[config.mk]
export PLATFORM = sky130hd
export DESIGN_NAME = onewire_temp_sensor_sequencer
export DESIGN_NICKNAME = d
export VERILOG_FILES = /design/src/sv/ows_pkg.sv /design/src/sv/ows_in_reg.sv /design/src/sv/ows_step.sv /design/src/sv/ows_seq_regs.sv /design/src/sv/onewire_temp_sensor_sequencer.sv
export SDC_FILE = /design/constraint.sdc
export NUM_CORES = 1
export LEC_CHECK = 0
export BUFFER_PORTS_ARGS = -buffer_cell sky130_fd_sc_hd__clkbuf_2
export CORE_AREA = 2 2 90 109
export CTS_BUF_LIST = sky130_fd_sc_hd__clkbuf_8
export DETAILED_ROUTE_END_ITERATION = 8
export DIE_AREA = 0 0 92 111
export HOLD_SLACK_MARGIN = 0.1
export PLACE_DENSITY = 0.71
export SYNTH_ARGS = -nofsm -noshare
export SYNTH_HDL_FRONTEND = slang
export SYNTH_SLANG_ARGS = --single-unit
[constraint.sdc]
create_clock -name clock -period 9.95 [get_ports clock]
set_clock_uncertainty 0.2 [all_clocks]
set_input_delay 0 -clock clock [delete_from_list [all_inputs] [get_ports clock]]
set_output_delay 0 -clock clock [all_outputs]
set_load 0.005 [all_outputs]
[src/sv/ows_pkg.sv]
// Package for the one-wire temperature sensor sequencer.
// Holds state and bus operation codes, command bytes and the structs shared between the modules.
// No dependencies.
package ows_pkg;

   // Sequencer states, four-bit code as reported on the result channel
   typedef enum logic [3:0] {
      ST_IDLE       = 4'd0,
      ST_C_RESET    = 4'd1,
      ST_C_SKIP     = 4'd2,
      ST_C_CONV     = 4'd3,
      ST_C_WAIT     = 4'd4,
      ST_R_RESET    = 4'd5,
      ST_R_SKIP     = 4'd6,
      ST_R_CMD      = 4'd7,
      ST_R_RECV     = 4'd8,
      ST_POST_RESET = 4'd9,
      ST_COMPLETE   = 4'd10,
      ST_ERROR      = 4'd11
   } seq_state_type;

   // Bus operations issued per tick
   typedef enum logic [2:0] {
      OP_NONE  = 3'd0,
      OP_RESET = 3'd1,
      OP_WRITE = 3'd2,
      OP_POLL  = 3'd3,
      OP_READ  = 3'd4
   } bus_op_type;

   // Function command bytes
   localparam logic [7:0] CMD_NONE     = 8'h00;
   localparam logic [7:0] CMD_SKIP_ROM = 8'hCC;
   localparam logic [7:0] CMD_CONVERT  = 8'h44;
   localparam logic [7:0] CMD_READ_PAD = 8'hBE;

   // Item action codes
   localparam logic ACT_TICK  = 1'b0;
   localparam logic ACT_START = 1'b1;

   // One input transaction
   typedef struct packed {
      logic       action;
      logic       presence_ok;
      logic       conversion_done;
      logic [7:0] scratch_low_byte;
      logic [7:0] scratch_high_byte;
   } item_type;

   // Architectural state of the sequencer
   typedef struct packed {
      seq_state_type      state;
      logic signed [15:0] temp_tenths;
      logic               busy;
      logic               ready;
      logic               error;
   } seq_regs_type;

   // One result transaction
   typedef struct packed {
      bus_op_type         bus_op;
      logic [7:0]         bus_byte;
      logic               start_accepted;
      logic               busy_res;
      logic               data_ready;
      logic               error;
      logic               complete;
      logic [3:0]         state_code;
      logic signed [15:0] temperature_x10;
   } rsp_type;

endpackage

[src/sv/ows_in_reg.sv]
// Input register stage of the one-wire sequencer.
// Captures one request transaction and holds it until the step logic consumes it.
// Depends on ows_pkg.
module ows_in_reg (
   input  logic              clock,
   input  logic              reset,
   input  logic              req_valid,
   output logic              req_ready,
   input  ows_pkg::item_type req_item,
   input  logic              take,
   output logic              item_valid,
   output ows_pkg::item_type item
);
   import ows_pkg::*;

   logic     valid_ff;
   logic     valid_in;
   item_type item_ff;

   // Free when empty or when the held item leaves this cycle
   assign req_ready  = !valid_ff || take;
   assign item_valid = valid_ff;
   assign item       = item_ff;

   always_comb begin
      valid_in = valid_ff;
      if (req_valid && req_ready) begin
         valid_in = 1'b1;
      end else if (take) begin
         valid_in = 1'b0;
      end
   end

   always_ff @(posedge clock) begin
      if (reset) begin
         valid_ff <= 1'b0;
      end else begin
         valid_ff <= valid_in;
      end
   end

   // Payload needs no reset
   always_ff @(posedge clock) begin
      if (req_valid && req_ready) begin
         item_ff <= req_item;
      end
   end

endmodule

[src/sv/ows_step.sv]
// Next-state and result logic of the one-wire sequencer.
// Purely combinational: one item against the current state gives next state and result.
// Depends on ows_pkg.
module ows_step (
   input  ows_pkg::item_type     item,
   input  ows_pkg::seq_regs_type cur,
   output ows_pkg::seq_regs_type nxt,
   output ows_pkg::rsp_type      rsp
);
   import ows_pkg::*;

   logic signed [15:0] raw;
   logic signed [19:0] prod;
   logic signed [19:0] adj;
   logic signed [15:0] tenths;
   bus_op_type         op;
   logic [7:0]         cmd;
   logic               accepted;

   // raw * 10 / 16, truncating toward zero: bias negatives by 15 before the shift
   assign raw    = {item.scratch_high_byte, item.scratch_low_byte};
   assign prod   = ({{4{raw[15]}}, raw} <<< 3) + ({{4{raw[15]}}, raw} <<< 1);
   assign adj    = prod + (prod[19] ? 20'sd15 : 20'sd0);
   assign tenths = adj[19:4];

   // Sequencer transitions
   always_comb begin
      nxt      = cur;
      op       = OP_NONE;
      cmd      = CMD_NONE;
      accepted = 1'b0;
      if (item.action == ACT_START) begin
         if (!cur.busy) begin
            nxt.state       = ST_C_RESET;
            nxt.temp_tenths = 16'sd0;
            nxt.busy        = 1'b1;
            nxt.ready       = 1'b0;
            nxt.error       = 1'b0;
            accepted        = 1'b1;
         end
      end else begin
         case (cur.state)
            ST_IDLE, ST_COMPLETE, ST_ERROR: begin
               nxt = cur;
            end
            ST_C_RESET, ST_R_RESET: begin
               op = OP_RESET;
               if (item.presence_ok) begin
                  nxt.state = (cur.state == ST_C_RESET) ? ST_C_SKIP : ST_R_SKIP;
               end else begin
                  nxt.state = ST_ERROR;
                  nxt.busy  = 1'b0;
                  nxt.ready = 1'b0;
                  nxt.error = 1'b1;
               end
            end
            ST_C_SKIP: begin
               op        = OP_WRITE;
               cmd       = CMD_SKIP_ROM;
               nxt.state = ST_C_CONV;
            end
            ST_C_CONV: begin
               op        = OP_WRITE;
               cmd       = CMD_CONVERT;
               nxt.state = ST_C_WAIT;
            end
            ST_C_WAIT: begin
               op = OP_POLL;
               if (item.conversion_done) begin
                  nxt.state = ST_R_RESET;
               end
            end
            ST_R_SKIP: begin
               op        = OP_WRITE;
               cmd       = CMD_SKIP_ROM;
               nxt.state = ST_R_CMD;
            end
            ST_R_CMD: begin
               op        = OP_WRITE;
               cmd       = CMD_READ_PAD;
               nxt.state = ST_R_RECV;
            end
            ST_R_RECV: begin
               op              = OP_READ;
               nxt.temp_tenths = tenths;
               nxt.state       = ST_POST_RESET;
            end
            ST_POST_RESET: begin
               op = OP_RESET;
               if (item.presence_ok) begin
                  nxt.state = ST_COMPLETE;
                  nxt.busy  = 1'b0;
                  nxt.ready = 1'b1;
                  nxt.error = 1'b0;
               end else begin
                  nxt.state = ST_ERROR;
                  nxt.busy  = 1'b0;
                  nxt.ready = 1'b0;
                  nxt.error = 1'b1;
               end
            end
            default: begin
               // unreachable code: drop into error
               nxt.state = ST_ERROR;
               nxt.busy  = 1'b0;
               nxt.ready = 1'b0;
               nxt.error = 1'b1;
            end
         endcase
      end
   end

   // Result fields reflect the state after this item
   always_comb begin
      rsp.bus_op          = op;
      rsp.bus_byte        = cmd;
      rsp.start_accepted  = accepted;
      rsp.busy_res        = nxt.busy;
      rsp.data_ready      = nxt.ready;
      rsp.error           = nxt.error;
      rsp.complete        = (nxt.state == ST_COMPLETE) && nxt.ready;
      rsp.state_code      = nxt.state;
      rsp.temperature_x10 = nxt.ready ? nxt.temp_tenths : 16'sd0;
   end

endmodule

[src/sv/ows_seq_regs.sv]
// Sequencer state registers and result register of the one-wire sequencer.
// Commits a step when the result register can take it.
// Depends on ows_pkg.
module ows_seq_regs (
   input  logic                  clock,
   input  logic                  reset,
   input  logic                  item_valid,
   output logic                  take,
   input  ows_pkg::seq_regs_type nxt,
   input  ows_pkg::rsp_type      rsp_next,
   output ows_pkg::seq_regs_type cur,
   output logic                  rsp_valid,
   input  logic                  rsp_ready,
   output ows_pkg::rsp_type      rsp
);
   import ows_pkg::*;

   seq_regs_type regs_ff;
   logic         rsp_valid_ff;
   logic         rsp_valid_in;
   rsp_type      rsp_ff;

   // Step commits when the result slot is empty or being drained
   assign take      = item_valid && (!rsp_valid_ff || rsp_ready);
   assign cur       = regs_ff;
   assign rsp_valid = rsp_valid_ff;
   assign rsp       = rsp_ff;

   always_comb begin
      rsp_valid_in = rsp_valid_ff;
      if (take) begin
         rsp_valid_in = 1'b1;
      end else if (rsp_ready) begin
         rsp_valid_in = 1'b0;
      end
   end

   // Sequencer state register
   always_ff @(posedge clock) begin
      if (reset) begin
         regs_ff.state       <= ST_IDLE;
         regs_ff.temp_tenths <= 16'sd0;
         regs_ff.busy        <= 1'b0;
         regs_ff.ready       <= 1'b0;
         regs_ff.error       <= 1'b0;
         rsp_valid_ff        <= 1'b0;
      end else begin
         if (take) begin
            regs_ff <= nxt;
         end
         rsp_valid_ff <= rsp_valid_in;
      end
   end

   // Result payload
   always_ff @(posedge clock) begin
      if (take) begin
         rsp_ff <= rsp_next;
      end
   end

endmodule

[src/sv/onewire_temp_sensor_sequencer.sv]
// Top level of the one-wire temperature sensor sequencer.
// Depends on ows_pkg, ows_in_reg, ows_step and ows_seq_regs.
//
// Usage:
//   Request channel (req_*): each transaction is a start request or a step tick.
//   A tick carries the outcome of the bus operation issued on that tick
//   (presence, conversion done, scratchpad bytes 0 and 1).
//   Response channel (rsp_*): one transaction per request: the bus operation
//   and command byte to issue, the flags, state code and temperature in tenths
//   of a degree as they stand after the request.
//   Path: an accepted request is held in the input register, and its response
//   is captured in the result register (one input register, one result register).
//   Throughput: one request per cycle; the sequencer step is combinational
//   logic between the two registers, so back-to-back requests flow as long
//   as the response side takes one transaction per cycle.
//   Reset: synchronous, clears both stages, state to idle, flags and stored
//   temperature to zero.
//   Stall: a stalled response holds in the result register; one further
//   request waits in the input register, after which req_ready drops.
module onewire_temp_sensor_sequencer (
   input  logic        clock,
   input  logic        reset,
   input  logic        req_valid,
   output logic        req_ready,
   input  logic        req_action,
   input  logic        req_presence_ok,
   input  logic        req_conversion_done,
   input  logic [7:0]  req_scratch_low_byte,
   input  logic [7:0]  req_scratch_high_byte,
   output logic        rsp_valid,
   input  logic        rsp_ready,
   output logic [2:0]  rsp_bus_op,
   output logic [7:0]  rsp_bus_byte,
   output logic        rsp_start_accepted,
   output logic        rsp_busy_res,
   output logic        rsp_data_ready,
   output logic        rsp_error,
   output logic        rsp_complete,
   output logic [3:0]  rsp_state_code,
   output logic signed [15:0] rsp_temperature_x10
);
   import ows_pkg::*;

   item_type     req_item;
   item_type     item;
   logic         item_valid;
   logic         take;
   seq_regs_type cur;
   seq_regs_type nxt;
   rsp_type      rsp_next;
   rsp_type      rsp;

   assign req_item.action            = req_action;
   assign req_item.presence_ok       = req_presence_ok;
   assign req_item.conversion_done   = req_conversion_done;
   assign req_item.scratch_low_byte  = req_scratch_low_byte;
   assign req_item.scratch_high_byte = req_scratch_high_byte;

   ows_in_reg u_in_reg (
      .clock      (clock),
      .reset      (reset),
      .req_valid  (req_valid),
      .req_ready  (req_ready),
      .req_item   (req_item),
      .take       (take),
      .item_valid (item_valid),
      .item       (item)
   );

   ows_step u_step (
      .item (item),
      .cur  (cur),
      .nxt  (nxt),
      .rsp  (rsp_next)
   );

   ows_seq_regs u_seq_regs (
      .clock      (clock),
      .reset      (reset),
      .item_valid (item_valid),
      .take       (take),
      .nxt        (nxt),
      .rsp_next   (rsp_next),
      .cur        (cur),
      .rsp_valid  (rsp_valid),
      .rsp_ready  (rsp_ready),
      .rsp        (rsp)
   );

   // Response fields
   assign rsp_bus_op          = rsp.bus_op;
   assign rsp_bus_byte        = rsp.bus_byte;
   assign rsp_start_accepted  = rsp.start_accepted;
   assign rsp_busy_res        = rsp.busy_res;
   assign rsp_data_ready      = rsp.data_ready;
   assign rsp_error           = rsp.error;
   assign rsp_complete        = rsp.complete;
   assign rsp_state_code      = rsp.state_code;
   assign rsp_temperature_x10 = rsp.temperature_x10;

endmodule

==> impl_metrics.ini, run 1 <==
[run_status]
outcome = complete, no violations

[yosys]
syn_nets = 467
synth-seq-cells = 76
ys_top_cells_by_count = nor2_1, edfxtp_1, a21oi_1, nand2_1, dfxtp_1
syn_area_mm2 = 0.00419
synth.top_cell.area_share = 0.365
synth-main-ff-cell = edfxtp_1
synth-seq-area-share = 0.485
yosys_warnings = 0
synth_most_common_cell = nor2_1
synth_top_area_cell = edfxtp_1
async_flop_share = 0
synth_area_leaders = edfxtp_1, dfxtp_1, ha_1
synth-edff-count = 51
synth_cell_type_count = 63
synthCells = 426
synth.avg_cell_area_um2 = 9.84

[critical_path]
critPathKind = reg -> reg
cp.arrival_ns = 3.45
cp_max_fo = 7
critPathLaunch = u_in_reg.item[10]
cp-start-kind = flip-flop
cp.required_ns = 9.94
crit_path_end_kind = flip-flop
path_delay_family = simple AND/OR/NAND/NOR gates
r2r_start = u_in_reg.item[10]
cp_slowest_cell = or4_1
path_cells = ha_1 > inv_1 > fa_1 > nand2b_1 > a211oi_2 > o21ai_1 > xor2_1 > nor4_4 > nand2_2 > or4_1 > o211ai_1
timing.critical_path.buf_inv = 1
max_stage_delay_ns = 0.49

[die]
std_cell_rows = 39
die_w_um = 92
die_area_mm2 = 0.0102
io_pins = 61
initial_core_util = 0.452
die_h_um = 111
core-area_mm2 = 0.00927

[detailed_routing]
antenna_left = 0
drc = 0
viasPerCell = 5.47
first_iter_violations = 144
first_pass_iters = 4
wl_per_cell_um = 13.7
vias = 3421
drt_wl_total_mm = 8.58

[timing]
maxSlewViolCount = 0
worst_slack_ns = 6.49
fin_crit_ns = 3.46
hold_viol = 0
fmax_ghz = 0.289
finalCritPeriodShare = 0.347
finalSetupViolations = 0
grt_setup_unrepaired = false
max-slew-margin-rel = 0.277
worst_slew_pin_slew_ns = 1.08
setup_tns_ns = 0

[cells_and_area]
antenna_cells = 0
finish.utilization = 0.537
area_growth_pct = 18.8
fin_nets = 538
final_layout_size_suffix_gt1_frac = 0.181

[cts]
cts_sinks = 76
cts_tree = yes
htreeDepth = 3
insertion_delay_ns = 0.35
clk_path_buf_depth = 2
clkTransAtPathRegs_ns = 0.08
cts_made_buffers = 9
cts-root-buf = clkbuf_8

[grt]
track_usage = 0.174
grt_first_pass_wirelength_mm = 14.4
antenna_found_initial = 0
grt_max_degree = 62
grt_pass1_vias = 3310
gr-total-overflow = 0

[power]
power.density_mw_per_mm2 = 148
irDropWorstVdd_mv = 0.0598
power_leakage_uw = 0.00193

[place]
port_buffers = 59
place.gp.congestion = 0.842
dpl.hpwl_mm = 5.99
dp_slack_ns = 6.50

[flow_run]
cap_violations = 0

[min_path]
hp-start = req_scratch_high_byte[1]
hp-class = in -> reg
==> per-stage QoR <==
| stage | total power (uW) | cell area, um^2 | instances | hold WS [ns] |
|---|---|---|---|---|
| finish | 738 | 4980 | 625 | 0.153 |
| global route | 778 | 4980 | 625 | 0.140 |
| CTS | 746 | 4980 | 625 | 0.133 |
| detailed placement | 507 | 4540 | 584 | -0.0214 |
| global placement | 503 | 4540 | 584 | -0.0236 |
| floorplan | 473 | 4190 | 426 | -0.101 |
==> registers in the layout, summed over array words and instances, names as in the netlist <==
signal and flops:
u_in_reg.item 19, u_in_reg.item_valid 1, u_seq_regs.cur 23, u_seq_regs.rsp 32
u_seq_regs.rsp_valid 1
==> cell families after synthesis <==
| group | Yosys count | synth area share |
|---|---|---|
| simple gates | 161 | 0.192 |
| compound gates | 110 | 0.176 |
| flops | 76 | 0.485 |
| buf+inv | 38 | 0.0382 |
| fa+ha+maj | 18 | 0.0555 |
| xor+xnor | 17 | 0.0409 |
| mux | 5 | 0.0119 |
| other cells | 1 | 0.000894 |
==> metal layers <==
layer	global-route usage	part of all wire	vias up	wire length, um
met3	0.0394	0.035	13	301
met5	0	0	-	0
met1	0.204	0.42	1625	3640
met4	0.0756	0.017	0	144
li1	-	-	1716	-
met2	0.304	0.52	67	4490
==> final timing paths <==
path,cells past startpoint,to,slack [ns]
setup / recovery,11,u_seq_regs.rsp[13],6.49
hold / removal,2,u_in_reg.item[1],0.15
setup reg to reg,11,u_seq_regs.rsp[13],6.49
hold reg to reg,2,u_seq_regs.cur[13],0.26
==> layout by cell type, fill, tap and decap left out, drive strengths merged, types with 2 or more instances in the layout <==
master,n
o2111ai,5
dlygate4sd3,25
or4,2
or2,2
and3,8
a311oi,2
o21ai,12
and4,2
nor4,3
dfxtp,25
a211oi,15
a21boi,2
nand4,6
nor2,54
a21o,6
a31oi,8
and2,4
nand2b,8
nor3,10
nor3b,3
ha,17
xor2,7
clkinvlp,2
inv,14
a21oi,34
edfxtp,51
clkbuf,68
nand2,34
nand3,13
clkinv,3
nor2b,5
o211ai,10
mux2i,5
xnor2,10
or3,4
o22ai,4
==> power breakdown <==
part	switching, uW	total [uW]	internal [uW]
Combinational	85.3	144	58.5
Clock	115	230	115
Sequential	10.7	364	354
Total	211	738	527
==> area by class of cell <==
cell class	instances	area [um^2]
well taps	123	154
multi-input cells	312	2000
inverters	13	48.8
flip-flops and latches	76	2030
fillers	836	4290
clock buffers	9	124
repair buffers	85	553
clock inverters	7	67.6
==> worst register-to-register path, cell delays in order, from the launching register on <==
cell and delay [ns]:
edfxtp_1 0.37, ha_1 0.19, inv_1 0.06, fa_1 0.39
nand2b_1 0.19, a211oi_2 0.35, o21ai_1 0.14, xor2_1 0.21
nor4_4 0.45, nand2_2 0.16, or4_1 0.49, o211ai_1 0.10
==> repair_timing <==
| action | in CTS | in global routing |
|---|---|---|
| hold buffers | 25 | 0 |
| hold endpoints to repair | 39 | 0 |
| resized for setup | 0 | 0 |
| setup buffers | 0 | 0 |
Note: power is estimated with default switching activity, not from simulation.
==> inputs of run 2 (changes only) <==
Settings changed: PLACE_DENSITY 0.71 to 0.74.
Clock period 9.95 ns to 2.8 ns, I/O delays scaled along.
==> run 2 against run 1 <==
The run now ends with setup timing left. Worst setup slack got worse by 6.9 ns. Die area did not move. Clock-buffer cell count did not move. Cell area rose by 13%. Largest power group unchanged. Highest routed layer unchanged.
==> impl_metrics.ini, run 2 (same netlist as run 1, synthesis figures left out) <==
[timing]
hold_viol = 0
setup_tns_ns = -4.12
maxSlewViolCount = 0
worst_slack_ns = -0.412
fin_crit_ns = 3.21
whs_ns = 0.139
max-slew-margin-rel = 0.542
grt_setup_unrepaired = true
fmax_ghz = 0.311
finalSetupViolations = 18
finalCritPeriodShare = 1.15
worst_slew_pin_slew_ns = 0.687

[detailed_routing]
drc = 0
viasPerCell = 5.37
antenna_left = 0
first_iter_violations = 193
first_pass_iters = 4
wl_per_cell_um = 13.7
vias = 3696
drt_wl_total_mm = 9.42

[cells_and_area]
final_layout_size_suffix_gt1_frac = 0.312
area_growth_pct = 33.7
fin_nets = 601
finish.utilization = 0.605
largest_reg_flops = 32
layout_common_cells = buf_4, clkbuf_2, nor2_1
antenna_cells = 0
final_common_cell = buf_4

[cts]
insertion_delay_ns = 0.37
clk_path_buf_depth = 2
htreeDepth = 3
cts_tree = yes
cts_made_buffers = 9
clkTransAtPathRegs_ns = 0.08
cts_sinks = 76
cts-root-buf = clkbuf_8

[power]
irDropWorstVdd_mv = 0.300
power_leakage_uw = 0.00229
power.density_mw_per_mm2 = 493

[grt]
grt_first_pass_wirelength_mm = 15.9
grt_max_degree = 42
track_usage = 0.192
grt_pass1_vias = 3604
gr-total-overflow = 0
antenna_found_initial = 0

[critical_path]
cp-start-kind = flip-flop
path_delay_family = simple AND/OR/NAND/NOR gates
cp_max_fo = 5
critPathKind = reg -> reg
timing.critical_path.buf_inv = 3
cp_slowest_cell = or4_1
r2r_start = u_in_reg.item[8]
max_stage_delay_ns = 0.41
crit_path_end_kind = flip-flop
critPathLaunch = u_in_reg.item[8]
cp.required_ns = 2.81
path_cells = ha_2 > inv_2 > fa_2 > nand2b_4 > a211oi_4 > buf_4 > o211a_1 > o211ai_1 > nor4_2 > buf_4 > nand2_4 > or4_1 > o211ai_1
cp.arrival_ns = 3.22

[run_status]
violations = setup timing
outcome = finished, violations left

[die]
die_h_um = 111
io_pins = 61
core-area_mm2 = 0.00927
initial_core_util = 0.452
std_cell_rows = 39
die_w_um = 92
die_area_mm2 = 0.0102

[place]
port_buffers = 59
place.gp.congestion = 0.896
dpl.hpwl_mm = 6.71

[min_path]
hp-start = req_scratch_high_byte[5]
hp-class = in -> reg

[flow_run]
cap_violations = 0
-- run 2: worst reg2reg max path: stages (launching register included) --
cell and delay (ns):
edfxtp_1 0.37, ha_2 0.20, inv_2 0.04, fa_2 0.34, nand2b_4 0.17, a211oi_4 0.26, buf_4 0.17, o211a_1 0.17
o211ai_1 0.12, nor4_2 0.29, buf_4 0.17, nand2_4 0.07, or4_1 0.41, o211ai_1 0.09
-- run 2: worst paths after layout --
path | endpoint | slack [ns] | depth (start not counted)
max | u_seq_regs.rsp[13] | -0.41 | 13
min | u_in_reg.item[5] | 0.14 | 2
max reg2reg | u_seq_regs.rsp[13] | -0.41 | 13
min reg2reg | u_seq_regs.cur[13] | 0.25 | 2
-- run 2: per-layer routing --
layer / up-vias / track usage / part of all wire / wire (um)
li1: 1845 / - / - / -
met1: 1743 / 0.223 / 0.41 / 3870
met5: - / 0 / 0 / 0
met2: 92 / 0.343 / 0.53 / 4990
met3: 16 / 0.0415 / 0.042 / 397
met4: 0 / 0.0726 / 0.017 / 163
-- run 2: cell type report --
type                            count  area (um^2)
Fill cell                         768         3670
Clock buffer                        9          124
Tap cell                          123          154
Timing Repair Buffer              148         1050
Inverter                           13         48.8
Clock inverter                      7         51.3
Sequential cell                    76         2030
Multi-Input combinational cell    312         2140
-- run 2: what timing repair did --
action	CTS	global route
resized for setup	11	14
hold endpoints to repair	58	0
setup endpoints to repair	19	23
buffers inserted	7	3
pin swaps	23	10
hold buffers	25	0
-- run 2: through the flow --
stage          area (um^2)  cells  total power, uW  setup WS [ns]
2_1_floorplan         4220    426             1690         -0.276
3_3_place_gp          4980    639             1920         -0.288
3_5_place_dp          4980    639             1940         -0.414
4_1_cts               5520    685             2750         -0.362
5_1_grt               5610    688             2900         -0.530
6_report              5610    688             2760         -0.412
-- run 2: report_power, final --
| part | total, uW | internal [uW] | switching [uW] |
|---|---|---|---|
| logic | 712 | 347 | 365 |
| clock network | 760 | 325 | 435 |
| registers | 1290 | 1260 | 34.9 |
